==> config.mk <==
export PLATFORM = sky130hd
export DESIGN_NAME = five_channel_interval_timer_top
export DESIGN_NICKNAME = d
export VERILOG_FILES = /design/src/sv/fcit_pkg.sv /design/src/sv/fcit_front.sv /design/src/sv/fcit_back.sv /design/src/sv/five_channel_interval_timer_top.sv
export SDC_FILE = /design/constraint.sdc
export NUM_CORES = 2
export LEC_CHECK = 0
export ABC_AREA = 0
export BUFFER_PORTS_ARGS = -buffer_cell sky130_fd_sc_hd__clkbuf_2
export CORE_ASPECT_RATIO = 0.8
export CORE_MARGIN = 10
export CORE_UTILIZATION = 50
export CTS_BUF_LIST = sky130_fd_sc_hd__clkbuf_4 sky130_fd_sc_hd__clkbuf_8
export DETAILED_ROUTE_END_ITERATION = 12
export PLACE_DENSITY = 0.66
export SYNTH_ARGS = -nofsm -noshare
export SYNTH_HDL_FRONTEND = slang
export SYNTH_SLANG_ARGS = --single-unit
export TNS_END_PERCENT = 30
==> constraint.sdc <==
create_clock -name clk -period 15.6 [get_ports clk]
set_clock_uncertainty 0.1 [all_clocks]
set_input_delay 0 -clock clk [delete_from_list [all_inputs] [get_ports clk]]
set_output_delay 0 -clock clk [all_outputs]
set_load 0.05 [all_outputs]
==> src/sv/fcit_pkg.sv <==
`default_nettype none
package fcit_pkg;
  localparam int HW_TIMERS = 5;
  localparam int MAX_TIMERS = 8;
  localparam int DEF_NUM_TIMERS = 5;
  localparam int DEF_PCLK_HZ = 66000000;
  localparam int CTRL_W = 23;
  localparam int CFG_IDX_W = 3;
  localparam int CFG_DATA_W = 20;
  localparam int OUT_W = 5;
  localparam logic [31:0] MIN_PERIOD = 32'd1000;
  localparam logic [CFG_IDX_W-1:0] REG_PRE_LO = 3'd0;
  localparam logic [CFG_IDX_W-1:0] REG_PRE_HI = 3'd1;
  localparam logic [CFG_IDX_W-1:0] REG_DIV = 3'd2;
  localparam logic [CFG_IDX_W-1:0] REG_CNT0 = 3'd3;
  localparam logic OP_TICK = 1'b0;
  localparam logic OP_WRITE = 1'b1;

  typedef struct packed {
    logic       op;
    logic [CTRL_W-1:0] ctrl;
  } item_t;

  typedef enum logic [1:0] {
    ST_IDLE,
    ST_MUL1,
    ST_MUL2,
    ST_DONE
  } state_t;

  function automatic int start_pos(input int t);
    case (t)
      0: start_pos = 0;
      1: start_pos = 8;
      2: start_pos = 12;
      3: start_pos = 16;
      default: start_pos = 20;
    endcase
  endfunction

  function automatic int reload_pos(input int t);
    case (t)
      0: reload_pos = 3;
      1: reload_pos = 11;
      2: reload_pos = 15;
      3: reload_pos = 19;
      default: reload_pos = 22;
    endcase
  endfunction
endpackage
`default_nettype wire

==> src/sv/fcit_front.sv <==
`default_nettype none
module fcit_front (
  input  wire logic                        clk,
  input  wire logic                        rst_n,
  input  wire logic                        in_valid,
  output logic                             in_ready,
  input  wire logic                        in_operation,
  input  wire logic [fcit_pkg::CTRL_W-1:0] in_control_word,
  output fcit_pkg::item_t                  q_data,
  output logic                             q_valid,
  input  wire logic                        q_pop
);
  fcit_pkg::item_t mem_r [2];
  logic [1:0] cnt_r, cnt_nxt;
  logic wp_r, rp_r;
  logic push;

  assign in_ready = (cnt_r != 2'd2);
  assign push = in_valid && in_ready;
  assign q_valid = (cnt_r != 2'd0);
  assign q_data = mem_r[rp_r];

  always_comb begin
    cnt_nxt = cnt_r;
    if (push && !(q_pop && q_valid)) cnt_nxt = cnt_r + 2'd1;
    else if (!push && q_pop && q_valid) cnt_nxt = cnt_r - 2'd1;
  end

  always_ff @(posedge clk) begin
    if (push) mem_r[wp_r] <= '{op: in_operation, ctrl: in_control_word};
  end

  always_ff @(posedge clk) begin
    if (!rst_n) begin
      cnt_r <= 2'd0;
      wp_r <= 1'b0;
      rp_r <= 1'b0;
    end else begin
      cnt_r <= cnt_nxt;
      if (push) wp_r <= ~wp_r;
      if (q_pop && q_valid) rp_r <= ~rp_r;
    end
  end
endmodule
`default_nettype wire

==> src/sv/fcit_back.sv <==
`default_nettype none
module fcit_back #(
  parameter int NUM_TIMERS = fcit_pkg::DEF_NUM_TIMERS,
  parameter int PCLK_HZ = fcit_pkg::DEF_PCLK_HZ
) (
  input  wire logic                            clk,
  input  wire logic                            rst_n,
  input  wire logic                            cfg_valid,
  input  wire logic [fcit_pkg::CFG_IDX_W-1:0]  cfg_index,
  input  wire logic [fcit_pkg::CFG_DATA_W-1:0] cfg_data,
  input  fcit_pkg::item_t                      q_data,
  input  wire logic                            q_valid,
  output logic                                 q_pop,
  output logic                                 out_valid,
  input  wire logic                            out_ready,
  output logic [fcit_pkg::OUT_W-1:0]           out_timer_fired,
  output logic [fcit_pkg::OUT_W-1:0]           out_timers_running
);
  localparam int HW = fcit_pkg::HW_TIMERS;
  localparam int LIVE = (NUM_TIMERS < HW) ? NUM_TIMERS : HW;
  localparam int TW = (NUM_TIMERS > 1) ? $clog2(NUM_TIMERS) : 1;
  localparam logic [63:0] CLKC = 64'(PCLK_HZ);
  localparam logic [63:0] US_PER_S = 64'd1000000;

  logic [7:0] pre_lo_r, pre_hi_r;
  logic [19:0] div_r;
  logic [15:0] cbuf_r [HW];
  logic [fcit_pkg::CTRL_W-1:0] prev_r;
  logic [NUM_TIMERS-1:0] run_r, rel_r, fired_r;
  logic [31:0] el_r [NUM_TIMERS];
  fcit_pkg::state_t st_r, st_nxt;
  logic [TW-1:0] t_r;
  logic [28:0] prod_r;
  logic [15:0] cnt_sel;
  logic [8:0] pre_sel;
  logic [3:0] code_sel;
  logic [2:0] sh;
  logic [31:0] inc;
  logic fire;
  logic last_t;

  assign last_t = (32'(t_r) == 32'(NUM_TIMERS - 1));

  always_comb begin
    cnt_sel = 16'd1;
    pre_sel = 9'd1;
    code_sel = 4'd0;
    for (int i = 0; i < HW; i++) begin
      if (32'(t_r) == 32'(i)) begin
        cnt_sel = (cbuf_r[i] == 16'd0) ? 16'd1 : cbuf_r[i];
        pre_sel = {1'b0, (i <= 1) ? pre_lo_r : pre_hi_r} + 9'd1;
        code_sel = div_r[4*i +: 4];
      end
    end
    case (code_sel)
      4'd0: sh = 3'd1;
      4'd1: sh = 3'd2;
      4'd2: sh = 3'd3;
      4'd3: sh = 3'd4;
      default: sh = 3'd1;
    endcase
    inc = (el_r[t_r] == 32'hFFFFFFFF) ? el_r[t_r] : el_r[t_r] + 32'd1;
    fire = (inc >= fcit_pkg::MIN_PERIOD) &&
           ((64'(inc) + 64'd1) * CLKC > 64'(prod_r) * US_PER_S);
  end

  always_comb begin
    st_nxt = st_r;
    q_pop = 1'b0;
    case (st_r)
      fcit_pkg::ST_IDLE: if (q_valid && !out_valid) begin
        if (q_data.op == fcit_pkg::OP_WRITE) st_nxt = fcit_pkg::ST_DONE;
        else st_nxt = fcit_pkg::ST_MUL1;
      end
      fcit_pkg::ST_MUL1: st_nxt = fcit_pkg::ST_MUL2;
      fcit_pkg::ST_MUL2: st_nxt = last_t ? fcit_pkg::ST_DONE : fcit_pkg::ST_MUL1;
      fcit_pkg::ST_DONE: begin
        q_pop = 1'b1;
        st_nxt = fcit_pkg::ST_IDLE;
      end
      default: st_nxt = fcit_pkg::ST_IDLE;
    endcase
  end

  always_ff @(posedge clk) begin
    if (st_r == fcit_pkg::ST_MUL1) begin
      prod_r <= 29'(cnt_sel * pre_sel) << sh;
    end
  end

  always_ff @(posedge clk) begin
    if (!rst_n) begin
      pre_lo_r <= '0;
      pre_hi_r <= '0;
      div_r <= '0;
      for (int i = 0; i < HW; i++) cbuf_r[i] <= '0;
      prev_r <= '0;
      run_r <= '0;
      rel_r <= '0;
      fired_r <= '0;
      for (int i = 0; i < NUM_TIMERS; i++) el_r[i] <= '0;
      st_r <= fcit_pkg::ST_IDLE;
      t_r <= '0;
      out_valid <= 1'b0;
    end else begin
      st_r <= st_nxt;
      if (cfg_valid) begin
        case (cfg_index)
          fcit_pkg::REG_PRE_LO: pre_lo_r <= cfg_data[7:0];
          fcit_pkg::REG_PRE_HI: pre_hi_r <= cfg_data[7:0];
          fcit_pkg::REG_DIV: div_r <= cfg_data;
          default: cbuf_r[3'(cfg_index - fcit_pkg::REG_CNT0)] <= cfg_data[15:0];
        endcase
      end
      if (out_valid && out_ready) out_valid <= 1'b0;
      case (st_r)
        fcit_pkg::ST_IDLE: begin
          t_r <= '0;
          fired_r <= '0;
          if (q_valid && !out_valid && q_data.op == fcit_pkg::OP_WRITE) begin
            for (int i = 0; i < LIVE; i++) begin
              rel_r[i] <= q_data.ctrl[fcit_pkg::reload_pos(i)];
              if (!prev_r[fcit_pkg::start_pos(i)] && q_data.ctrl[fcit_pkg::start_pos(i)]) begin
                el_r[i] <= '0;
                run_r[i] <= 1'b1;
              end else if (prev_r[fcit_pkg::start_pos(i)] &&
                           !q_data.ctrl[fcit_pkg::start_pos(i)]) begin
                run_r[i] <= 1'b0;
              end
            end
            prev_r <= q_data.ctrl;
          end
        end
        fcit_pkg::ST_MUL2: begin
          if (run_r[t_r]) begin
            if (fire) begin
              el_r[t_r] <= '0;
              fired_r[t_r] <= 1'b1;
              if (!rel_r[t_r]) run_r[t_r] <= 1'b0;
            end else begin
              el_r[t_r] <= inc;
            end
          end
          if (!last_t) t_r <= t_r + 1'b1;
        end
        fcit_pkg::ST_DONE: begin
          out_valid <= 1'b1;
          for (int i = 0; i < fcit_pkg::OUT_W; i++) begin
            out_timer_fired[i] <= (i < LIVE) ? fired_r[i] : 1'b0;
            out_timers_running[i] <= (i < LIVE) ? run_r[i] : 1'b0;
          end
        end
        default: ;
      endcase
    end
  end
endmodule
`default_nettype wire

==> src/sv/five_channel_interval_timer_top.sv <==
// Five interval timers driven by an item stream.
// Input channel (in_valid/in_ready): in_operation 0 is a one-microsecond tick,
// 1 writes in_control_word (start and auto-reload bits per timer).
// Config channel (cfg_valid/cfg_ready, always ready): cfg_index selects
// prescalers, divider codes or count buffers; write only while idle.
// Result channel (out_valid/out_ready): one transfer per input item carrying
// out_timer_fired and out_timers_running.
// A two-entry queue separates acceptance from execution. With the back end idle
// a write goes from ST_IDLE to ST_DONE, which registers its result; a tick visits
// each timer in turn, through ST_MUL1 for the period product and ST_MUL2 for the
// compare, and then ST_DONE registers its result. The next item starts only after
// the result transfer, so the back end takes no new item before the last is through.
// Synchronous reset clears the config, state and timer registers, stops all timers, empties the queue.
// When the receiver stalls the result register holds, execution waits and
// the queue keeps taking items until full.
`default_nettype none
module five_channel_interval_timer_top #(
  parameter int NUM_TIMERS = fcit_pkg::DEF_NUM_TIMERS,
  parameter int PCLK_HZ = fcit_pkg::DEF_PCLK_HZ
) (
  input  wire logic                            clk,
  input  wire logic                            rst_n,
  input  wire logic                            in_valid,
  output logic                                 in_ready,
  input  wire logic                            in_operation,
  input  wire logic [fcit_pkg::CTRL_W-1:0]     in_control_word,
  input  wire logic                            cfg_valid,
  output logic                                 cfg_ready,
  input  wire logic [fcit_pkg::CFG_IDX_W-1:0]  cfg_index,
  input  wire logic [fcit_pkg::CFG_DATA_W-1:0] cfg_data,
  output logic                                 out_valid,
  input  wire logic                            out_ready,
  output logic [fcit_pkg::OUT_W-1:0]           out_timer_fired,
  output logic [fcit_pkg::OUT_W-1:0]           out_timers_running
);
  fcit_pkg::item_t q_data;
  logic q_valid, q_pop;

  assign cfg_ready = 1'b1;

  fcit_front u_front (
    .clk, .rst_n, .in_valid, .in_ready, .in_operation, .in_control_word,
    .q_data, .q_valid, .q_pop
  );

  fcit_back #(.NUM_TIMERS(NUM_TIMERS), .PCLK_HZ(PCLK_HZ)) u_back (
    .clk, .rst_n, .cfg_valid, .cfg_index, .cfg_data, .q_data, .q_valid, .q_pop,
    .out_valid, .out_ready, .out_timer_fired, .out_timers_running
  );

  a_pop_valid: assert property (@(posedge clk) disable iff (!rst_n) q_pop |-> q_valid)
    else $error("queue pop while empty");
  a_out_hold: assert property (@(posedge clk) disable iff (!rst_n)
    (out_valid && !out_ready) |=> (out_valid && $stable(out_timer_fired) &&
                                   $stable(out_timers_running)))
    else $error("result changed while stalled");
endmodule
`default_nettype wire
==> summary.txt <==
Final Setup Violations: 0
Drt wl/cell: 19.0 µm
Family with the most delay on the worst path: simple AND/OR/NAND/NOR gates
Met3 wire len: 8150 µm
Fin Setup TNS: 0 ns
Global route overflow: 0
Crit path DAT: 15.18 ns
Clk root buf: clkbuf_8
Fraction of layout instances using a drive strength above 1: 8.85%
Overall global routing resource usage: 21.7%
Critical path type: register to register
Worst Hold Class: primary input to register
IO Port Bufs: 50
Clk pin slew, worst setup/hold paths: 0.06 ns
Setup crit end: u_back.el_r[3][0]$_SDFFCE_PN0P_
H-tree levels: 3
Die width: 361 µm
Worst reg2reg path depth: 48
Antenna violations before repair: 1
Vias in the first global route: 33800
Post-Synth Simple-Gate Area: 13.4%
Router iterations before antenna repair: 6
Compound-Gate Fraction of Synth Area: 9.99%
First-pass GRT wire length: 185000 µm
Metal-1 WL: 54500 µm
Clock Path Buffers: 3
Die area: 106000 µm²
Post-Synth XOR/XNOR Area: 3.64%
Post-synth top flop: edfxtp_1
Hold Fails Final Rpt: 0
Async S/R FF share, synth: 0%
I/O pin cnt: 65
HPWL Detailed: 87900 µm
Die Y: 293 µm
Top Layer Used: met5
Worst flop-to-flop path endpoint: u_back.el_r[3][0]$_SDFFCE_PN0P_
WP buf/inv: 11
Worst-skew pair later-pin latency: 0.70 ns
Most frequent cells in the layout: 667 x inv_1, 474 x fa_1, 452 x ha_1
DR WL met2: 49800 µm
Vias after detailed routing: 33900
GPL Wtd Cong: 0.911
Sequential share of the synthesized area: 28.6%
Vias per cell: 5.63
TritonCTS clock tree: yes
Critical path endpoint category: register
Post-synthesis cell area: 46500 µm²
Area Growth Syn to Fin: 9.81%
Worst R2R Setup Slack: 0.83 ns
Period utilization: 94.7%
Crit path required time: 16.01 ns
Slew margin rel.: 28.9%
Row count: 99
Number of CTS-inserted buffers: 77
Most used cell along the critical path: inv_1
Worst-Margin Slew: 1.06 ns
FMAX: 0.0677 GHz
Largest net degree at the start of global routing: 82
Pins Over Slew Limit: 0
Stages on the worst setup path: 48
Largest family of logic cells by synthesized area: adder cells
Layout Nets: 5729
Cell taking the most area after synthesis: edfxtp_1
Detail Route Antenna Nets: 0
CP max FO: 28
Initial DRC Count: 2833
Number of flops mapped to enable cells by yosys: 397
Slowest Stage Delay on Critical Path: 0.77 ns
Hold Startpoint: cfg_data[15]
Clk sinks: 467
Syn_area_per_cell: 10.3 µm²
Tmin final: 14.77 ns
Starting Density: 50.7%
Top cells by area, synth: edfxtp_1 26%, fa_1 20%, ha_1 12%, inv_1 5.4%, nand2_1 3.2%
Distinct cells, synth: 109
Antenna Cells: 0
Crit path launch type: register
Status: finished, final reports clean
Routed wire length: 114000 µm
Synthesized flop and latch total: 467
RSZ-0062 raised after global routing: no
Yosys warning count: 0
DRC viols: 0
Gate Count Post-Synth: 4515
Synth Area in Adders: 32.6%
Yosys top cell area share: 25.6%
Core Area: 91800 µm²
Slowest CP cell: xor2_1
# Max-Cap Violations: 0
Commonest non-fill, non-tap cell in the layout: inv_1
Mux cell area share after synthesis: 4.70%
-- per-stage QoR --
step | hold WS (ns) | cells | utilization [%] | instance area (µm²) | setup WS (ns)
floorplan | -0.00113 | 4611 | - | 46900 | 2.31
global placement | 0.0909 | 5813 | 53.1 | 48700 | 0.984
detailed placement | 0.101 | 5813 | 53.1 | 48700 | 0.781
CTS | 0.0956 | 6024 | 55.6 | 51100 | 0.695
global route | 0.154 | 6025 | 55.7 | 51100 | 0.0252
finish | 0.165 | 6025 | 55.7 | 51100 | 0.834
-- final cells by class --
type	instances	area, µm²
clock buffers	110	1340
clock inverters	31	273
fillers	8011	40700
inverters	668	2510
multi-input cells	3323	30400
flip-flops and latches	467	13300
well taps	1212	1520
repair buffers	214	1680
-- cell usage after synthesis (all sizes together), types with 15 or more instances --
cell type,instances
nand2b,32
xnor2,106
buf,56
or2,20
clkbuf,97
ha,452
o211ai,28
a21o,63
dfxtp,70
o31ai,17
and3,19
nor3,53
edfxtp,397
fa,474
mux4,69
o211a,17
nor2,394
nor4,39
nand3,80
nor2b,36
a21boi,48
a21oi,155
and2,109
a31oi,20
a211oi,29
nand2,392
mux2i,48
nand4,39
inv,668
or3,30
a22oi,20
xor2,85
o21ai,137
o21a,21
o21bai,15
-- metal layers --
metal	up-vias	track usage, %
met5	-	0
met4	2	3.96
met3	152	3.61
met2	1100	33.1
met1	16900	32.5
li1	15800	-
-- state kept, by name, summed over array words and instances, names as in the netlist, 3 cells and up, named ones only --
signal and cells:
u_back.el_r 256, u_back.cbuf_r 80, u_back.prod_r 29, u_front.mem_r 22, u_back.div_r 20, u_back.pre_hi_r 8
u_back.pre_lo_r 8, u_back.fired_r 5, u_back.out_timer_fired 5, u_back.out_timers_running 5, u_back.prev_r 5, u_back.rel_r 5
u_back.run_r 5, u_back.t_r 3
-- timing repair --
item | CTS | global route
hold buffers | 70 | 0
setup buffers | 0 | 1
endpoints found under the hold margin | 183 | 0
setup endpoints to repair | 0 | 187
gates resized for setup | 0 | 1
-- worst reg2reg max path: cells and delay by family, from the launching register on --
kind / cells / cell delay [ns]
flops: 1 / 0.35
simple gates: 16 / 4.59
mux: 2 / 0.50
fa+ha+maj: 10 / 4.25
compound gates: 7 / 1.73
buf+inv: 11 / 2.14
xor+xnor: 2 / 0.94
-- worst min path at each step --
stage,endpoint,cells after the start
floorplan,u_front.mem_r[0][0]$_DFFE_PP_,0
global placement,u_front.mem_r[1][12]$_DFFE_PP_,1
detailed placement,u_front.mem_r[1][0]$_DFFE_PP_,1
CTS,u_back.cbuf_r[2][9]$_SDFFCE_PN0P_,3
global route,u_back.cbuf_r[0][14]$_SDFFCE_PN0P_,3
finish,u_back.cbuf_r[1][15]$_SDFFCE_PN0P_,3
-- kinds of logic (layout without fill, tap and decap cells) --
logic type,count (synthesis),after routing
xor gates and xnor gates,191,191
other,2,98
and+or+nand+nor,1299,1299
DFF,467,467
AOI/OAI and AO/OA,681,681
muxes,126,126
buffers and inverters,821,1023
adders and majority gates,928,928
Power is not shown: default switching activity piles up to over one toggle a cycle in this logic, so the estimate is an artifact.
